File: src/rtl/wis_pkg.sv
`timescale 1ns / 1ps
// ============================================================================
// wis_pkg
// Shared types and constants for the weighted index sampler.
// ============================================================================
package wis_pkg;

    localparam int WEIGHT_IN_W  = 32;
    localparam int UNIFORM_W    = 32;
    localparam int INDEX_OUT_W  = 5;
    localparam int MUL_W        = 32;
    localparam int PROD_W       = 2 * MUL_W;
    localparam int S_TDATA_W    = WEIGHT_IN_W + UNIFORM_W;
    localparam int M_TDATA_W    = 8;

    typedef enum logic [2:0] {
        ST_LOAD,
        ST_MUL_LO,
        ST_MUL_HI,
        ST_FIN,
        ST_SCAN,
        ST_DONE
    } t_state;

    typedef struct packed {
        logic load;
        logic last;
        logic mul;
        logic mul_hi;
        logic fin;
        logic scan_step;
        logic load_out;
    } t_cmd;

    typedef struct packed {
        logic scan_done;
    } t_sts;

endpackage

File: src/rtl/weighted_index_sampler_top.sv
`timescale 1ns / 1ps
// ============================================================================
// weighted_index_sampler_top
// Roulette-wheel selection over a loaded set of weights.
// ============================================================================
//  channel  | dir | fields
//  s_axis   | in  | tdata: weight[31:0], uniform[63:32]; tlast: last
//  m_axis   | out | tdata: chosen_index[4:0], overflow[5], zero[7:6]
//
//  Weights load one word per cycle while s_axis_tready is high. After the
//  last word come two partial products on one 32x32 multiplier plus one add,
//  N store reads (N = stored weights) with the read and the compare drained,
//  then the load of the output register that raises m_axis_tvalid.
//  Reset clears control state, count, total and overflow flag; the store is
//  not cleared. s_axis is held off during the multiply and scan, and while a
//  finished result waits for the previous one to leave m_axis; a result
//  waiting on m_axis does not stall loading of the next set.
// ============================================================================
module weighted_index_sampler_top #(
    parameter int MAX_BINS    = 32,
    parameter int WEIGHT_BITS = 32
) (
    input  logic                            i_clk,
    input  logic                            i_rst_n,
    input  logic                            s_axis_tvalid,
    output logic                            s_axis_tready,
    input  logic [wis_pkg::S_TDATA_W-1:0]   s_axis_tdata,  // weight, uniform
    input  logic                            s_axis_tlast,
    output logic                            m_axis_tvalid,
    input  logic                            m_axis_tready,
    output logic [wis_pkg::M_TDATA_W-1:0]   m_axis_tdata   // chosen_index, overflow
);

    wis_pkg::t_cmd                       cmd;
    wis_pkg::t_sts                       sts;
    logic [wis_pkg::INDEX_OUT_W-1:0]     index;
    logic                                overflow;

    wis_ctrl u_ctrl (
        .i_clk      (i_clk),
        .i_rst_n    (i_rst_n),
        .i_s_tvalid (s_axis_tvalid),
        .i_s_tlast  (s_axis_tlast),
        .o_s_tready (s_axis_tready),
        .o_m_tvalid (m_axis_tvalid),
        .i_m_tready (m_axis_tready),
        .o_cmd      (cmd),
        .i_sts      (sts)
    );

    wis_datapath #(
        .MAX_BINS    (MAX_BINS),
        .WEIGHT_BITS (WEIGHT_BITS)
    ) u_datapath (
        .i_clk      (i_clk),
        .i_rst_n    (i_rst_n),
        .i_cmd      (cmd),
        .i_weight   (s_axis_tdata[wis_pkg::WEIGHT_IN_W-1:0]),
        .i_uniform  (s_axis_tdata[wis_pkg::S_TDATA_W-1:wis_pkg::WEIGHT_IN_W]),
        .o_sts      (sts),
        .o_index    (index),
        .o_overflow (overflow)
    );

    assign m_axis_tdata = {{(wis_pkg::M_TDATA_W - wis_pkg::INDEX_OUT_W - 1){1'b0}},
                           overflow, index};

    a_no_load_in_scan: assert property (@(posedge i_clk) disable iff (!i_rst_n)
        cmd.scan_step |-> !s_axis_tready)
        else $error("input accepted during scan");

    a_no_result_overwrite: assert property (@(posedge i_clk) disable iff (!i_rst_n)
        cmd.load_out |-> (!m_axis_tvalid || m_axis_tready))
        else $error("pending result overwritten");

    a_last_blocks_input: assert property (@(posedge i_clk) disable iff (!i_rst_n)
        (s_axis_tvalid && s_axis_tready && s_axis_tlast) |=> !s_axis_tready)
        else $error("input taken right after last word");

endmodule

File: src/rtl/wis_ctrl.sv
`timescale 1ns / 1ps
// ============================================================================
// wis_ctrl
// Sequencer: load weights, run the scaled-total multiply, scan the store,
// hand the result to the output register.
// ============================================================================
module wis_ctrl (
    input  logic          i_clk,
    input  logic          i_rst_n,
    input  logic          i_s_tvalid,
    input  logic          i_s_tlast,
    output logic          o_s_tready,
    output logic          o_m_tvalid,
    input  logic          i_m_tready,
    output wis_pkg::t_cmd o_cmd,
    input  wis_pkg::t_sts i_sts
);

    wis_pkg::t_state r_state, n_state;
    logic            r_out_valid, n_out_valid;

    always_ff @(posedge i_clk) begin
        if (!i_rst_n) begin
            r_state     <= wis_pkg::ST_LOAD;
            r_out_valid <= 1'b0;
        end else begin
            r_state     <= n_state;
            r_out_valid <= n_out_valid;
        end
    end

    always_comb begin
        n_state    = r_state;
        o_cmd      = '0;
        o_s_tready = 1'b0;
        case (r_state)
            wis_pkg::ST_LOAD: begin
                o_s_tready = 1'b1;
                if (i_s_tvalid) begin
                    o_cmd.load = 1'b1;
                    o_cmd.last = i_s_tlast;
                    if (i_s_tlast) begin
                        n_state = wis_pkg::ST_MUL_LO;
                    end
                end
            end
            wis_pkg::ST_MUL_LO: begin
                o_cmd.mul = 1'b1;
                n_state   = wis_pkg::ST_MUL_HI;
            end
            wis_pkg::ST_MUL_HI: begin
                o_cmd.mul    = 1'b1;
                o_cmd.mul_hi = 1'b1;
                n_state      = wis_pkg::ST_FIN;
            end
            wis_pkg::ST_FIN: begin
                o_cmd.fin = 1'b1;
                n_state   = wis_pkg::ST_SCAN;
            end
            wis_pkg::ST_SCAN: begin
                o_cmd.scan_step = 1'b1;
                if (i_sts.scan_done) begin
                    n_state = wis_pkg::ST_DONE;
                end
            end
            wis_pkg::ST_DONE: begin
                if (!r_out_valid || i_m_tready) begin
                    o_cmd.load_out = 1'b1;
                    n_state        = wis_pkg::ST_LOAD;
                end
            end
            default: begin
                n_state = wis_pkg::ST_LOAD;
            end
        endcase
    end

    always_comb begin
        n_out_valid = r_out_valid;
        if (o_cmd.load_out) begin
            n_out_valid = 1'b1;
        end else if (r_out_valid && i_m_tready) begin
            n_out_valid = 1'b0;
        end
    end

    assign o_m_tvalid = r_out_valid;

endmodule

File: src/rtl/wis_datapath.sv
`timescale 1ns / 1ps
// ============================================================================
// wis_datapath
// Weight store, running total, shared 32x32 multiplier, prefix scan and
// result register.
// ============================================================================
module wis_datapath #(
    parameter int MAX_BINS    = 32,
    parameter int WEIGHT_BITS = 32
) (
    input  logic                               i_clk,
    input  logic                               i_rst_n,
    input  wis_pkg::t_cmd                      i_cmd,
    input  logic [wis_pkg::WEIGHT_IN_W-1:0]    i_weight,
    input  logic [wis_pkg::UNIFORM_W-1:0]      i_uniform,
    output wis_pkg::t_sts                      o_sts,
    output logic [wis_pkg::INDEX_OUT_W-1:0]    o_index,
    output logic                               o_overflow
);

    localparam int IDX_W = (MAX_BINS > 1) ? $clog2(MAX_BINS) : 1;
    localparam int CNT_W = $clog2(MAX_BINS + 1);
    localparam int SUM_W = WEIGHT_BITS + IDX_W;
    localparam int MUL_W = wis_pkg::MUL_W;
    localparam int PROD_W = wis_pkg::PROD_W;

    logic [WEIGHT_BITS-1:0] mem [0:MAX_BINS-1];

    logic [WEIGHT_BITS-1:0] w;
    logic [CNT_W-1:0]       r_count;
    logic [SUM_W-1:0]       r_total;
    logic                   r_ovf;
    logic [MUL_W-1:0]       r_frac;
    logic [PROD_W-1:0]      r_prod;
    logic [MUL_W-1:0]       r_lo_hi;
    logic [SUM_W-1:0]       r_target;
    logic [CNT_W-1:0]       r_k;
    logic                   r_rd_vld;
    logic [IDX_W-1:0]       r_rd_idx;
    logic [WEIGHT_BITS-1:0] r_rd_data;
    logic [SUM_W-1:0]       r_prefix;
    logic                   r_found;
    logic [IDX_W-1:0]       r_sel;
    logic [IDX_W-1:0]       r_out_idx;
    logic                   r_out_ovf;

    logic                   full;
    logic                   issue;
    logic [PROD_W-1:0]      total_ext;
    logic [MUL_W-1:0]       mul_a;
    logic [PROD_W-1:0]      mul_p;
    logic [PROD_W-1:0]      tgt_sum;
    logic [SUM_W-1:0]       prefix_nx;

    generate
        if (WEIGHT_BITS <= wis_pkg::WEIGHT_IN_W) begin : g_w_trunc
            assign w = i_weight[WEIGHT_BITS-1:0];
        end else begin : g_w_ext
            assign w = {{(WEIGHT_BITS - wis_pkg::WEIGHT_IN_W){1'b0}}, i_weight};
        end
        if (IDX_W >= wis_pkg::INDEX_OUT_W) begin : g_i_trunc
            assign o_index = r_out_idx[wis_pkg::INDEX_OUT_W-1:0];
        end else begin : g_i_ext
            assign o_index = {{(wis_pkg::INDEX_OUT_W - IDX_W){1'b0}}, r_out_idx};
        end
    endgenerate

    assign full      = (r_count >= CNT_W'(MAX_BINS));
    assign issue     = i_cmd.scan_step && (r_k < r_count);
    assign total_ext = PROD_W'(r_total);
    assign mul_a     = i_cmd.mul_hi ? total_ext[PROD_W-1:MUL_W] : total_ext[MUL_W-1:0];
    assign mul_p     = mul_a * r_frac;
    assign tgt_sum   = r_prod + PROD_W'(r_lo_hi);
    assign prefix_nx = r_prefix + SUM_W'(r_rd_data);

    always_ff @(posedge i_clk) begin
        if (i_cmd.load && !full) begin
            mem[r_count[IDX_W-1:0]] <= w;
        end
        if (issue) begin
            r_rd_data <= mem[r_k[IDX_W-1:0]];
        end
    end

    always_ff @(posedge i_clk) begin
        if (!i_rst_n) begin
            r_count  <= '0;
            r_total  <= '0;
            r_ovf    <= 1'b0;
            r_k      <= '0;
            r_rd_vld <= 1'b0;
        end else begin
            if (i_cmd.load_out) begin
                r_count <= '0;
                r_total <= '0;
                r_ovf   <= 1'b0;
            end else if (i_cmd.load) begin
                if (full) begin
                    r_ovf <= 1'b1;
                end else begin
                    r_count <= r_count + 1'b1;
                    r_total <= r_total + SUM_W'(w);
                end
            end
            if (i_cmd.fin) begin
                r_k <= '0;
            end else if (issue) begin
                r_k <= r_k + 1'b1;
            end
            r_rd_vld <= issue;
        end
    end

    always_ff @(posedge i_clk) begin
        if (i_cmd.load && i_cmd.last) begin
            r_frac <= i_uniform;
        end
        if (i_cmd.mul) begin
            r_prod <= mul_p;
        end
        if (i_cmd.mul_hi) begin
            r_lo_hi <= r_prod[PROD_W-1:MUL_W];
        end
        if (i_cmd.fin) begin
            r_target <= tgt_sum[SUM_W-1:0];
            r_prefix <= '0;
            r_found  <= 1'b0;
            r_sel    <= '0;
        end else if (r_rd_vld) begin
            r_prefix <= prefix_nx;
            if (!r_found && (r_target < prefix_nx)) begin
                r_found <= 1'b1;
                r_sel   <= r_rd_idx;
            end
        end
        if (issue) begin
            r_rd_idx <= r_k[IDX_W-1:0];
        end
        if (i_cmd.load_out) begin
            r_out_idx <= r_sel;
            r_out_ovf <= r_ovf;
        end
    end

    assign o_sts.scan_done = (r_k >= r_count) && !r_rd_vld;
    assign o_overflow      = r_out_ovf;

endmodule
File: config.mk
export PLATFORM = sky130hd
export DESIGN_NAME = weighted_index_sampler_top
export DESIGN_NICKNAME = d
export VERILOG_FILES = /design/src/rtl/wis_pkg.sv /design/src/rtl/weighted_index_sampler_top.sv /design/src/rtl/wis_ctrl.sv /design/src/rtl/wis_datapath.sv
export SDC_FILE = /design/constraint.sdc
export NUM_CORES = 2
export LEC_CHECK = 0
export BUFFER_PORTS_ARGS = -buffer_cell sky130_fd_sc_hd__buf_2
export CAP_MARGIN = 5
export CELL_PAD_IN_SITES_DETAIL_PLACEMENT = 0
export CELL_PAD_IN_SITES_GLOBAL_PLACEMENT = 1
export CORE_MARGIN = 2
export CORE_UTILIZATION = 55
export CTS_CLUSTER_SIZE = 24
export DETAILED_ROUTE_END_ITERATION = 6
export PLACE_DENSITY_LB_ADDON = 0.1
export SETUP_SLACK_MARGIN = 0.5
export SYNTH_ARGS = -nofsm -noshare
export SYNTH_HDL_FRONTEND = slang
export SYNTH_SLANG_ARGS = --single-unit
File: constraint.sdc
create_clock -name i_clk -period 19 [get_ports i_clk]
set_clock_uncertainty 0.1 [all_clocks]
set_input_delay 0.95 -clock i_clk [delete_from_list [all_inputs] [get_ports i_clk]]
set_output_delay 0.95 -clock i_clk [all_outputs]
set_load 0.02 [all_outputs]
==> out/results.txt <==
Post-Synthesis Cell Area - 87800 um2
Worst R2R Path Depth - 30
Peak clock frequency supported by timing - 102 MHz
Clock tree from TritonCTS - done
Tcrit/Tclk final - 51.6%
Failing checks - design-rule violations
Placed wire-length estimate - 150000 um
Io pins - 79
DRC violations left - 3
Dominant cell type by count on the critical path - sky130_fd_sc_hd__fa_1
1st-pass router iterations - 7
Launching point of the worst reg2reg path - u_ctrl.r_state[1]$_SDFFE_PN0P_
Number of levels in the clock H-tree - 4
Area of the core region - 158000 um2
CTS sink cnt - 1330
Remaining number of nets flagged by the antenna check after routing - 0
Setup crit end kind - flop
Clock-pin slew reported for the worst setup and hold paths after clock tree synthesis - 60 ps
Share of synthesized area occupied by flip-flops and latches - 44.4%
Vias per cell - 5.88
Proportion of layout cells with a drive suffix above 1 - 12.7%
Max Cap Viol - 0
Placed inst area - 90800 um2
Number of flops mapped to enable cells by yosys - 1232
Status - finished with violations
GP Congestion - 0.879
RR Endpoint - u_datapath.r_prod[63]$_DFFE_PP_
Post-CTS setup buffer count - 0
Req. time, crit path - 19380 ps
Reg2Reg Setup Slack - 9200 ps
Transition time at the pin with the least slew margin - 1050 ps
Buffers from clock root to sink, at most - 3
I/O Buffers - 76
Overall via count from detail_route - 51900
Ys flop type - sky130_fd_sc_hd__edfxtp_1
Initial antenna violation count - 12
Number of synthesized register bits - 1330
TritonCTS Buffers - 139
DIE AREA - 163000 um2
Final Routed Wirelength - 224000 um
Quantity of hold-fixing buffers added after cts - 0
Final count of negative-setup-slack endpoints - 0
Startpoint of the most critical setup path - u_ctrl.r_state[1]$_SDFFE_PN0P_
Crit start category - flop
Slowest Stage Delay on Critical Path - 880 ps
Vertical die dimension - 404 um
Multi-input logic area - 44400 um2
Arrival time at the worst endpoint - 10180 ps
Hold crit path type - in -> reg
Start-to-end type of the worst setup path - reg -> reg
Horizontal die dimension - 404 um
Final hold viol count - 0
Number of global-route vias before repair - 54300
FILL cells - 12300
Highest fanout seen on the critical path - 36
First-pass GRT wire length - 342000 um
Final std cell area, no fill - 95300 um2
Hold WS - 243 ps
Layout Area Growth over Synthesis - 8.59%
Clock network latency to the later pin of the worst-skew pair - 780 ps
Number of standard cells after synthesis - 6614
Setup repair after global routing missed its margin - false
CP Capture Point - u_datapath.r_prod[63]$_DFFE_PP_
Cells resized by post-CTS repair - 0
Number of pins exceeding their max-slew limit in the final report - 0
Aggregate global routing overflow - 0
Iteration-0 DRC count of the detailed router - 4545
Post-synthesis area per instance - 13.3 um2
Distinct cells, synth - 81
Final net count - 8012
Min cycle time layout - 9800 ps
Routed len/inst - 25.4 um
Combined flip-flop and latch cell area - 39000 um2
Synth async-reset ratio - 0%
Final setup TNS - 0 ps
Aggregate global-route resource usage - 28.3%
Slowest cell on crit path - sky130_fd_sc_hd__mux2_2
Tightest slew margin relative to the limit - 29.7%
Root cell of the clock tree - sky130_fd_sc_hd__clkbuf_16
Placement Rows - 146
Hold path cells - 1
Initial core utilization - 55.4%
Syn. warnings - 0
Pin count of the biggest net entering global routing - 66
==> flip-flops by register name, summed over array words and instances, names as in the netlist <==
register / cells
u_datapath.o_overflow: 1
u_datapath.r_frac: 32
u_datapath.r_rd_vld: 1
u_datapath.r_ovf: 1
u_datapath.r_prod: 64
u_datapath.r_rd_data: 32
u_datapath.o_index: 5
u_datapath.r_count: 6
u_datapath.r_k: 6
u_datapath.r_sel: 5
u_ctrl.o_m_tvalid: 1
u_datapath.r_rd_idx: 5
u_datapath.r_target: 37
u_datapath.r_lo_hi: 32
u_datapath.r_prefix: 37
u_datapath.r_found: 1
u_ctrl.r_state: 3
u_datapath.mem: 1024
u_datapath.r_total: 37
==> metal layers <==
layer	wire length (um)	part of all wire, %	track usage (%)	up-vias
li1	-	-	-	22500
met1	97600	44	41.9	27500
met2	106000	47	44.6	1713
met3	16400	7.3	4.75	262
met4	4560	2.0	6.09	12
met5	76	0.034	0	-
==> cells in the final DEF (no fill, tap or decap), drive strengths merged, types with 98 or more instances in the layout <==
master,netlist,final
fa,899,899
and2,601,601
dfxtp,98,98
nor2,155,155
clkbuf,286,169
xnor2,106,106
a21oi,205,205
inv,945,958
ha,406,406
nand2,624,624
mux4,320,320
edfxtp,1232,1232
buf,31,199
o21ai,114,114
==> synthesized netlist by cell type, types with 39 or more instances <==
master | instances | share of area, %
sky130_fd_sc_hd__mux4_2 | 320 | 8.2
sky130_fd_sc_hd__nand2_1 | 624 | 2.7
sky130_fd_sc_hd__dfxtp_1 | 98 | 2.2
sky130_fd_sc_hd__xnor2_1 | 106 | 1.1
sky130_fd_sc_hd__inv_1 | 945 | 4.0
sky130_fd_sc_hd__xor2_1 | 61 | 0.61
sky130_fd_sc_hd__o21ai_0 | 107 | 0.61
sky130_fd_sc_hd__nor2_1 | 155 | 0.66
sky130_fd_sc_hd__ha_1 | 406 | 5.8
sky130_fd_sc_hd__clkbuf_1 | 286 | 1.2
sky130_fd_sc_hd__nand3_1 | 43 | 0.25
sky130_fd_sc_hd__mux2_2 | 39 | 0.50
sky130_fd_sc_hd__and2_1 | 601 | 4.3
sky130_fd_sc_hd__a21oi_1 | 203 | 1.2
sky130_fd_sc_hd__nor2b_1 | 41 | 0.29
sky130_fd_sc_hd__edfxtp_1 | 1232 | 42
sky130_fd_sc_hd__fa_1 | 899 | 21
sky130_fd_sc_hd__a21o_1 | 77 | 0.66
==> critical path, delay by kind of cell, from the launching register on <==
kind,cells,cell delay [ps]
AO/OA/AOI/OAI,7,1920
XOR/XNOR,1,150
adder cells (fa/ha/maj),9,3890
buffers and inverters,8,1320
flip-flops,1,470
multiplexers,1,880
AND/OR/NAND/NOR,4,760
==> cell families (layout without fill, tap and decap cells) <==
logic type	count (synthesis)	in the layout	synth area share (%)
xor+xnor	167	167	1.67
other cells	1	6	0.00427
simple gates	1593	1593	9.08
mux	387	387	9.03
fa+ha+maj	1305	1305	26.3
compound gates	567	567	4.13
buf+inv	1264	1400	5.43
flops	1330	1330	44.4
==> layout make-up <==
cell class | instances | share of cell area, %
Multi-Input combinational cell | 4021 | 46.6
Tap cell | 2072 | 2.72
Inverter | 947 | 3.73
Clock buffer | 169 | 3.82
Antenna cell | 4 | 0.0105
Timing Repair Buffer | 199 | 1.37
Sequential cell | 1330 | 40.9
Clock inverter | 85 | 0.894
==> metrics by stage <==
stage | util [%] | worst slack [ps] | cells
after global routing | 60.2 | 8770 | 8823
after CTS | 60.2 | 9310 | 8823
after floorplan | - | 9650 | 6615
final | 60.2 | 9200 | 8827
after detailed placement | 57.3 | 9360 | 8569
after global placement | 57.3 | 9530 | 8569
==> how the worst min path moves through the flow <==
stage | startpoint | end | slack [ps]
2_1_floorplan | u_datapath.r_prod[42]$_DFFE_PP_ | u_datapath.r_lo_hi[10]$_DFFE_PP_ | 300
3_3_place_gp | u_datapath.r_prod[56]$_DFFE_PP_ | u_datapath.r_lo_hi[24]$_DFFE_PP_ | 300
3_5_place_dp | u_datapath.r_prod[53]$_DFFE_PP_ | u_datapath.r_lo_hi[21]$_DFFE_PP_ | 300
4_1_cts | s_axis_tdata[46] | u_datapath.r_frac[14]$_DFFE_PP_ | 180
5_1_grt | s_axis_tdata[48] | u_datapath.r_frac[16]$_DFFE_PP_ | 210
6_report | s_axis_tdata[47] | u_datapath.r_frac[15]$_DFFE_PP_ | 240
Power is left out: the tool's default activity adds up to more than one toggle a clock period on the data nets, which glitch-free logic cannot reach.
